===== src/sv/csvds_pkg.sv =====
// ----------------------------------------------------------------------------
// csvds_pkg: shared types and constants of the CSV delimiter sniffer
// Widths, register indexes, mode codes and the lane control struct.
// ----------------------------------------------------------------------------
package csvds_pkg;

  localparam int COUNT_WIDTH    = 16;
  localparam int NUM_CANDIDATES = 4;
  localparam int CAND_REGS      = 4;
  localparam int BYTE_WIDTH     = 8;
  localparam int CFG_IDX_WIDTH  = 3;
  localparam int IDX_WIDTH      = 2;

  localparam logic [1:0] MODE_CHAR = 2'd0;
  localparam logic [1:0] MODE_EOL  = 2'd1;
  localparam logic [1:0] MODE_EOF  = 2'd2;

  typedef enum logic [CFG_IDX_WIDTH-1:0] {
    REG_CAND_ZERO  = 3'd0,
    REG_CAND_ONE   = 3'd1,
    REG_CAND_TWO   = 3'd2,
    REG_CAND_THREE = 3'd3,
    REG_QUOTE      = 3'd4
  } cfg_reg_e;

  localparam logic [BYTE_WIDTH-1:0] RST_CAND_ZERO  = 8'd44;
  localparam logic [BYTE_WIDTH-1:0] RST_CAND_ONE   = 8'd46;
  localparam logic [BYTE_WIDTH-1:0] RST_CAND_TWO   = 8'd32;
  localparam logic [BYTE_WIDTH-1:0] RST_CAND_THREE = 8'd59;
  localparam logic [BYTE_WIDTH-1:0] RST_QUOTE      = 8'd34;

  typedef struct packed {
    logic take_char;
    logic end_line;
    logic clear;
    logic first_line;
  } lane_ctl_t;

endpackage


===== src/sv/csvds_lane.sv =====
// ----------------------------------------------------------------------------
// csvds_lane: quote tracking and separator counting for one candidate
// Follows quoted fields of the current line, counts separators outside them,
// and checks each finished line against the first line's count.
// ----------------------------------------------------------------------------
module csvds_lane (
  input  logic                             clk_i,
  input  logic                             rst_ni,
  input  csvds_pkg::lane_ctl_t             ctl_i,
  input  logic [csvds_pkg::BYTE_WIDTH-1:0] char_i,
  input  logic [csvds_pkg::BYTE_WIDTH-1:0] sep_i,
  input  logic [csvds_pkg::BYTE_WIDTH-1:0] quote_i,
  output logic                             valid_o
);
  import csvds_pkg::*;

  typedef enum logic [3:0] {
    Q_OUT  = 4'b0001,
    Q_IN   = 4'b0010,
    Q_PEND = 4'b0100,
    Q_FAIL = 4'b1000
  } quote_e;

  quote_e                 state_q, state_d;
  logic [COUNT_WIDTH-1:0] count_q, count_d;
  logic [COUNT_WIDTH-1:0] first_q, first_d;
  logic                   valid_q, valid_d;
  logic [COUNT_WIDTH-1:0] line_n;
  logic [COUNT_WIDTH-1:0] count_inc;
  logic                   valid_eol;
  logic                   is_quote;
  logic                   is_sep;

  assign is_quote  = (char_i == quote_i);
  assign is_sep    = (char_i == sep_i);
  assign count_inc = (count_q == '1) ? count_q : count_q + 1'b1;
  assign line_n    = (state_q == Q_OUT || state_q == Q_PEND) ? count_q : '0;

  always_comb begin
    valid_eol = valid_q;
    if (ctl_i.end_line && !ctl_i.first_line && valid_q) begin
      if (first_q != line_n || line_n == '0) begin
        valid_eol = 1'b0;
      end
    end
  end

  assign valid_o = valid_eol;

  always_comb begin
    state_d = state_q;
    count_d = count_q;
    first_d = first_q;
    valid_d = valid_q;
    if (ctl_i.clear) begin
      state_d = Q_OUT;
      count_d = '0;
      first_d = '0;
      valid_d = 1'b1;
    end else if (ctl_i.end_line) begin
      if (ctl_i.first_line) begin
        first_d = line_n;
      end
      valid_d = valid_eol;
      state_d = Q_OUT;
      count_d = '0;
    end else if (ctl_i.take_char) begin
      unique case (state_q)
        Q_OUT: begin
          if (is_quote) begin
            state_d = Q_IN;
          end else if (is_sep) begin
            count_d = count_inc;
          end
        end
        Q_IN: begin
          if (is_quote) begin
            state_d = Q_PEND;
          end
        end
        Q_PEND: begin
          if (is_quote) begin
            state_d = Q_IN;
          end else if (is_sep) begin
            state_d = Q_OUT;
            count_d = count_inc;
          end else begin
            state_d = Q_FAIL;
          end
        end
        Q_FAIL: begin
          state_d = Q_FAIL;
        end
        default: begin
          state_d = Q_FAIL;
        end
      endcase
    end
  end

  always_ff @(posedge clk_i or negedge rst_ni) begin
    if (!rst_ni) begin
      state_q <= Q_OUT;
      count_q <= '0;
      first_q <= '0;
      valid_q <= 1'b1;
    end else begin
      state_q <= state_d;
      count_q <= count_d;
      first_q <= first_d;
      valid_q <= valid_d;
    end
  end

endmodule


===== src/sv/csv_delimiter_sniffer.sv =====
// ----------------------------------------------------------------------------
// csv_delimiter_sniffer: picks the separator that splits every line alike
// A request is held in the input register; an end of file then leaves its
// result in the output register.
// Throughput: one request per cycle, but an end of file waits for a stalled result.
// Reset clears the stream state and loads the default candidate bytes.
// ----------------------------------------------------------------------------
module csv_delimiter_sniffer (
  input  logic                                clk_i,
  input  logic                                rst_ni,
  input  logic                                in_valid_i,
  output logic                                in_stall_o,
  input  logic [1:0]                          mode_i,
  input  logic [csvds_pkg::BYTE_WIDTH-1:0]    char_byte_i,
  output logic                                out_valid_o,
  input  logic                                out_stall_i,
  output logic                                found_o,
  output logic [csvds_pkg::IDX_WIDTH-1:0]     chosen_index_o,
  output logic [csvds_pkg::BYTE_WIDTH-1:0]    chosen_byte_o,
  input  logic                                cfg_we_i,
  input  logic [csvds_pkg::CFG_IDX_WIDTH-1:0] cfg_index_i,
  input  logic [csvds_pkg::BYTE_WIDTH-1:0]    cfg_data_i
);
  import csvds_pkg::*;

  logic [BYTE_WIDTH-1:0] cand_q [CAND_REGS];
  logic [BYTE_WIDTH-1:0] quote_q;

  logic                  in_vld_q, in_vld_d;
  logic [1:0]            mode_q;
  logic [BYTE_WIDTH-1:0] char_q;
  logic                  accept;
  logic                  hold;
  logic                  fire;
  logic                  fire_char;
  logic                  fire_eol;
  logic                  fire_eof;

  logic                  awaiting_first_q, awaiting_first_d;
  logic                  line_busy_q, line_busy_d;
  lane_ctl_t             lane_ctl;
  logic [NUM_CANDIDATES-1:0] lane_valid;

  logic                  out_vld_q, out_vld_d;
  logic                  found_q;
  logic [IDX_WIDTH-1:0]  index_q;
  logic [BYTE_WIDTH-1:0] byte_q;
  logic                  pick_found;
  logic [IDX_WIDTH-1:0]  pick_index;
  logic [BYTE_WIDTH-1:0] pick_byte;

  // Configuration registers.
  always_ff @(posedge clk_i or negedge rst_ni) begin
    if (!rst_ni) begin
      cand_q[0] <= RST_CAND_ZERO;
      cand_q[1] <= RST_CAND_ONE;
      cand_q[2] <= RST_CAND_TWO;
      cand_q[3] <= RST_CAND_THREE;
      quote_q   <= RST_QUOTE;
    end else if (cfg_we_i) begin
      unique case (cfg_index_i)
        REG_CAND_ZERO:  cand_q[0] <= cfg_data_i;
        REG_CAND_ONE:   cand_q[1] <= cfg_data_i;
        REG_CAND_TWO:   cand_q[2] <= cfg_data_i;
        REG_CAND_THREE: cand_q[3] <= cfg_data_i;
        REG_QUOTE:      quote_q   <= cfg_data_i;
        default: begin
        end
      endcase
    end
  end

  // Input register. Only an end of file waits for a stalled result.
  assign hold       = (mode_q == MODE_EOF) && out_vld_q && out_stall_i;
  assign in_stall_o = in_vld_q && hold;
  assign accept     = in_valid_i && !in_stall_o;
  assign fire       = in_vld_q && !hold;
  assign fire_char  = fire && (mode_q == MODE_CHAR);
  assign fire_eol   = fire && (mode_q == MODE_EOL);
  assign fire_eof   = fire && (mode_q == MODE_EOF);

  always_comb begin
    in_vld_d = in_vld_q;
    if (accept) begin
      in_vld_d = 1'b1;
    end else if (fire) begin
      in_vld_d = 1'b0;
    end
  end

  always_ff @(posedge clk_i or negedge rst_ni) begin
    if (!rst_ni) begin
      in_vld_q <= 1'b0;
    end else begin
      in_vld_q <= in_vld_d;
    end
  end

  always_ff @(posedge clk_i) begin
    if (accept) begin
      mode_q <= mode_i;
      char_q <= char_byte_i;
    end
  end

  // Line tracking shared by all lanes.
  always_comb begin
    lane_ctl.take_char  = fire_char;
    lane_ctl.end_line   = fire_eol || (fire_eof && line_busy_q);
    lane_ctl.clear      = fire_eof;
    lane_ctl.first_line = awaiting_first_q;
  end

  always_comb begin
    awaiting_first_d = awaiting_first_q;
    line_busy_d      = line_busy_q;
    if (fire_char) begin
      line_busy_d = 1'b1;
    end else if (fire_eol) begin
      awaiting_first_d = 1'b0;
      line_busy_d      = 1'b0;
    end else if (fire_eof) begin
      awaiting_first_d = 1'b1;
      line_busy_d      = 1'b0;
    end
  end

  always_ff @(posedge clk_i or negedge rst_ni) begin
    if (!rst_ni) begin
      awaiting_first_q <= 1'b1;
      line_busy_q      <= 1'b0;
    end else begin
      awaiting_first_q <= awaiting_first_d;
      line_busy_q      <= line_busy_d;
    end
  end

  for (genvar g = 0; g < NUM_CANDIDATES; g++) begin : g_lane
    localparam int RegIdx = g % CAND_REGS;
    csvds_lane u_lane (
      .clk_i   (clk_i),
      .rst_ni  (rst_ni),
      .ctl_i   (lane_ctl),
      .char_i  (char_q),
      .sep_i   (cand_q[RegIdx]),
      .quote_i (quote_q),
      .valid_o (lane_valid[g])
    );
  end

  // The lowest valid candidate wins.
  always_comb begin
    pick_found = 1'b0;
    pick_index = '0;
    pick_byte  = '0;
    for (int i = NUM_CANDIDATES - 1; i >= 0; i--) begin
      if (lane_valid[i]) begin
        pick_found = 1'b1;
        pick_index = IDX_WIDTH'(i);
        pick_byte  = cand_q[i % CAND_REGS];
      end
    end
  end

  // Result register.
  always_comb begin
    out_vld_d = out_vld_q;
    if (fire_eof) begin
      out_vld_d = 1'b1;
    end else if (out_vld_q && !out_stall_i) begin
      out_vld_d = 1'b0;
    end
  end

  always_ff @(posedge clk_i or negedge rst_ni) begin
    if (!rst_ni) begin
      out_vld_q <= 1'b0;
    end else begin
      out_vld_q <= out_vld_d;
    end
  end

  always_ff @(posedge clk_i) begin
    if (fire_eof) begin
      found_q <= pick_found;
      index_q <= pick_index;
      byte_q  <= pick_byte;
    end
  end

  assign out_valid_o    = out_vld_q;
  assign found_o        = found_q;
  assign chosen_index_o = index_q;
  assign chosen_byte_o  = byte_q;

  // A new result only ever follows an end of file leaving the input register.
  a_result_from_eof : assert property (@(posedge clk_i) disable iff (!rst_ni)
    $rose(out_vld_q) |-> $past(fire_eof))
    else $error("result appeared without an end of file");

  // A missing separator reports index and byte as zero.
  a_none_is_zero : assert property (@(posedge clk_i) disable iff (!rst_ni)
    (out_vld_q && !found_q) |-> (index_q == '0 && byte_q == '0))
    else $error("no candidate found but index or byte is nonzero");

  // The input side stalls only behind a pending end of file and a stalled result.
  a_stall_cause : assert property (@(posedge clk_i) disable iff (!rst_ni)
    in_stall_o |-> (in_vld_q && mode_q == MODE_EOF && out_vld_q && out_stall_i))
    else $error("input stalled without cause");

  // After an end of file the stream starts over at the first line.
  a_eof_restarts : assert property (@(posedge clk_i) disable iff (!rst_ni)
    fire_eof |=> (awaiting_first_q && !line_busy_q))
    else $error("stream state not restored after end of file");

endmodule

===== config.mk =====
export PLATFORM = sky130hd
export DESIGN_NAME = csv_delimiter_sniffer
export DESIGN_NICKNAME = d
export VERILOG_FILES = /design/src/sv/csvds_pkg.sv /design/src/sv/csvds_lane.sv /design/src/sv/csv_delimiter_sniffer.sv
export SDC_FILE = /design/constraint.sdc
export NUM_CORES = 1
export LEC_CHECK = 0
export ABC_AREA = 1
export CORE_ASPECT_RATIO = 0.7
export CORE_MARGIN = 2
export CORE_UTILIZATION = 35
export CTS_CLUSTER_DIAMETER = 40
export DETAILED_ROUTE_END_ITERATION = 8
export DONT_BUFFER_PORTS = 1
export PLACE_DENSITY = 0.54
export SLEW_MARGIN = 40
export SYNTH_ARGS = -nofsm -noshare
export SYNTH_HDL_FRONTEND = slang
export SYNTH_SLANG_ARGS = --single-unit

===== constraint.sdc =====
create_clock -name clk_i -period 2.3 [get_ports clk_i]
set_input_delay 0.69 -clock clk_i [delete_from_list [all_inputs] [get_ports clk_i]]
set_output_delay 0.69 -clock clk_i [all_outputs]
set_load 0.05 [all_outputs]

==> reports/qor.csv <==
stage,metric,value,unit
power,Int Power,10.1,mW
timing,total negative slack,-1.88,ns
clock_tree,clk_lat worst skew,0.54,ns
setup_path,CP Class,reg -> reg,
setup_path,CP Launch Type,flop,
grt,global-route track usage on met2,27.6,%
synthesis,"EDFF count, synth",21,
synthesis,Synth warnings,0,
grt,met3 usage,3.20,%
hold_path,Hold Path Class,in -> async,
synthesis,Seq cells post-synth,213,
setup_path,Reg-to-Reg End,chosen_byte_o[6]$_DFFE_PN_,
place,dpl cells,2159,
cells_and_area,Post-Layout Cell Count,2278,
grt,largest net degree at the start of global routing,193,
power,Combinational Power Share,32.6,%
power,maximum VDD drop,0.530,mV
timing,Final setup violation count,13,
power,power consumption,15.2,mW
timing,clock skew,0.0377,ns
place,dpl hpwl,23400,um
place,placer congestion estimate,0.837,
cells_and_area,Layout Nets,1818,
power,pwr/cell area,946,nW/um^2
floorplanning,area of the core,33800,sq um
synthesis,Post-Syn Instances,1603,
grt,global route overflow,0,
place,PortBufs,0,
setup_path,R2R setup slack,-0.20,ns
setup_path,CP arrival,2.79,ns
place,dpl cell area,13700,sq um
power,leakage power,7.45,nW
setup_path,CP required,2.59,ns
timing,RSZ-0062 raised after global routing,true,
floorplanning,Initial Util,35.9,%
floorplanning,Die Area,36100,sq um
timing,Max Clk Rate,400,MHz
setup_path,Worst setup EP type,flop,
grt,initial antenna violation count,0,
timing,final hold violations,168,
grt,number of global-route vias before repair,10652,
cells_and_area,number of diodes,0,
clock_tree,H-tree depth,2,
clock_tree,Longest Clk Path Bufs,3,
clock_tree,TritonCTS clock tree,done,
detailed_routing,WL final,36200,um
run,Max Cap Viol,0,
outcome,run status,"finished, violations left",
detailed_routing,wire per inst,15.9,um
synthesis,post-synthesis sequential area ratio,45.1,%
setup_path,FF-to-FF path depth,16,
detailed_routing,total number of vias,11475,
synthesis,Avg Inst Size Synth,7.55,sq um
setup_path,CP Max Fanout,12,
timing,max-slew violation count,0,
clock_tree,CTS buffer count,35,
detailed_routing,# DRC,0,
floorplanning,Cell Rows,56,
outcome,failing checks,"negative hold slack, negative setup slack",
synthesis,"FFs w/ async S/R, synth",90.1,%
synthesis,Yosys cell types,51,
timing,Worst Max-Slew Pin Slew,0.814,ns
grt,GRT met1 Usage,32.0,%
detailed_routing,initial detailed-routing violation count,969,
power,Net Sw Power,5.10,mW
timing,slew margin rel.,45.7,%
synthesis,Main synth FF type,dfrtp_1,
floorplanning,num ports,39,
synthesis,syn nets,1633,
detailed_routing,DRT antenna net count,0,
setup_path,worst r2r src,g_lane[1].u_lane.state_q[0]$_DFFE_PN1P_,
grt,"Most Used Layer, Global Route",met1,
detailed_routing,drt pass-1 iters,5,
power,sw frac,33.6,%
clock_tree,Worst-path clk slew,0.06,ns
detailed_routing,post-DR vias/cell,5.04,
timing,post-route setup slack,-0.198,ns
synthesis,Mapped Area,12100,sq um
cells_and_area,share of cells above drive strength 1,25.5,%
cells_and_area,P&R area growth vs syn,32.8,%
timing,final hold slack,-0.139,ns
floorplanning,die height,160,um
grt,GRT Overall Usage,20.0,%
power,Reg power frac,33.1,%
clock_tree,Clock Tree Root,clkbuf_16,
power,Clock Power Share,34.3,%
timing,min Tclk post-route,2.50,ns
cells_and_area,Finished Cell Area,16100,sq um
grt,global-route wire length before repair,57800,um
timing,fin crit share,109,%
clock_tree,TritonCTS Sinks,213,
floorplanning,chip width,226,um
registers in the layout, summed over array words and instances, names as in the netlist, 4 cells and up:
name / count
cand_q: 32
char_q: 8
chosen_byte_o: 8
g_lane.u_lane.count_q: 64
g_lane.u_lane.first_q: 64
g_lane.u_lane.state_q: 16
g_lane.u_lane.valid_q: 4
quote_q: 8
logic make-up (layout without fill, tap and decap cells):
family	Yosys count	in the layout	synth area share, %
AOI/OAI and AO/OA	321	321	14.0
xor gates and xnor gates	45	45	3.25
buffers and inverters	252	459	8.66
and+or+nand+nor	765	769	28.2
adders and majority gates	4	4	0.413
DFF	213	213	45.1
muxes	3	3	0.279
metal layers:
metal  wire [um]  vias to the layer above
met2       14800                      303
met4         702                        0
li1            -                     5695
met1       18600                     5415
met5           0                        -
met3        2110                       62
what timing repair did:
action | in CTS | in global routing
pin swaps | 28 | 58
endpoints found under the hold margin | 169 | 169
gates resized for setup | 75 | 120
endpoints found under the setup margin | 19 | 81
cloned | 9 | 6
buffers inserted | 27 | 25
synthesized netlist by cell type, types with 2 or more instances:
cell type  count  area [sq um]
inv_2          5          18.8
nand3_1      108           541
a21oi_1      107           536
mux2_2         3          33.8
o211ai_1       3          22.5
nand3b_1      24           180
xor2_1        21           184
nor3_1        35           175
or2_2          7          43.8
buf_2         15          75.1
o21ai_1        8          40.0
o32ai_1        2          17.5
buf_4          4          30.0
xnor2_1       24           210
nand4_1       33           206
nor4_1         9          56.3
nor3b_1        7          52.6
o21ai_0      178           891
nor2_2         3          18.8
clkinv_1       2          7.51
nand2_1      417          1570
buf_6          9           101
o22ai_1        5          31.3
inv_1        173           649
a31oi_1        4          25.0
nand3_2        2          20.0
o31ai_1        5          37.5
ha_1           4          50.1
edfxtp_1      21           631
nand2_2       12          75.1
nand2_4        2          22.5
nor2_4         2          22.5
buf_1          6          22.5
clkbuf_1      37           139
dfstp_2       24           631
dfrtp_1      168          4200
o21a_1         3          22.5
nor4_2         3          37.5
nor2_1        96           360
how the worst max path moves through the flow:
stage | cells after the start | slack [ns] | from | to
after global routing | 20 | -0.37 | g_lane[3].u_lane.state_q[0]$_DFFE_PN1P_ | chosen_byte_o[6]$_DFFE_PN_
final | 16 | -0.20 | g_lane[1].u_lane.state_q[0]$_DFFE_PN1P_ | chosen_byte_o[6]$_DFFE_PN_
after CTS | 16 | -0.16 | g_lane[1].u_lane.state_q[3]$_DFFE_PN0P_ | chosen_byte_o[2]$_DFFE_PN_
after detailed placement | 14 | -0.23 | out_stall_i | chosen_byte_o[6]$_DFFE_PN_
after global placement | 20 | -0.22 | g_lane[3].u_lane.state_q[0]$_DFFE_PN1P_ | chosen_index_o[1]$_SDFFCE_PP0N_
after floorplan | 15 | 0.01 | out_stall_i | chosen_byte_o[1]$_DFFE_PN_
critical path: stages (launching register included):
cell and delay [ns]:
dfstp_2 0.57, inv_2 0.06, nand3_4 0.12, nand2_8 0.10, buf_12 0.16, nand2_1 0.10, nand3_1 0.08, nor2_1 0.19
nand2_1 0.09, nand3_1 0.13, o21ai_4 0.10, nand2_2 0.22, nand2_1 0.09, inv_1 0.07, nand2_1 0.07, nand2_1 0.07
nand2_1 0.06
layout make-up:
type                            instances  area [sq um]
Multi-Input combinational cell       1142          6200
Tap cell                              464           581
Sequential cell                       213          5470
Clock inverter                         17           171
Fill cell                            3280         17700
Timing Repair Buffer                  216          2010
Clock buffer                           46           980
Inverter                              180           676
cells in the final DEF (no fill, tap or decap), types with 4 or more instances in the layout:
master and instances:
a21oi_1 104, nor3_1 32, o31ai_1 4, dfstp_2 24
buf_12 16, o21ai_1 18, inv_2 16, nand2_1 366
nand3_1 96, clkinvlp_4 4, buf_4 174, nor4_1 8
clkinv_2 6, edfxtp_1 21, buf_6 16, nand3_4 4
or2_2 6, o22ai_1 4, nor2_2 20, a31oi_1 4
xnor2_1 21, nor2_4 9, nor3b_1 4, nand2_2 47
nor2_1 74, xor2_1 20, inv_1 162, nand3b_1 24
o21ai_0 166, clkbuf_1 7, clkbuf_16 40, nand3_2 10
nand2_4 19, nand4_1 33, dfrtp_1 168
stage by stage:
| stage | worst slack (ns) | utilization (%) |
|---|---|---|
| final | -0.198 | 47.6 |
| after global routing | -0.369 | 47.6 |
| after CTS | -0.159 | 45.8 |
| after detailed placement | -0.228 | 40.5 |
| after global placement | -0.220 | 40.5 |
| after floorplan | 0.0104 | - |
power by group through the flow:
stage | sequential, mW | combinational (mW) | clock (mW)
6_report | 5.04 | 4.96 | 5.22
5_1_grt | 5.12 | 5.42 | 5.52
4_1_cts | 5.01 | 4.58 | 5.31
3_5_place_dp | 5.04 | 3.44 | 0
3_3_place_gp | 5.03 | 3.40 | 0
2_1_floorplan | 4.88 | 2.48 | 0
No activity file was read; power rests on OpenSTA's default activity.
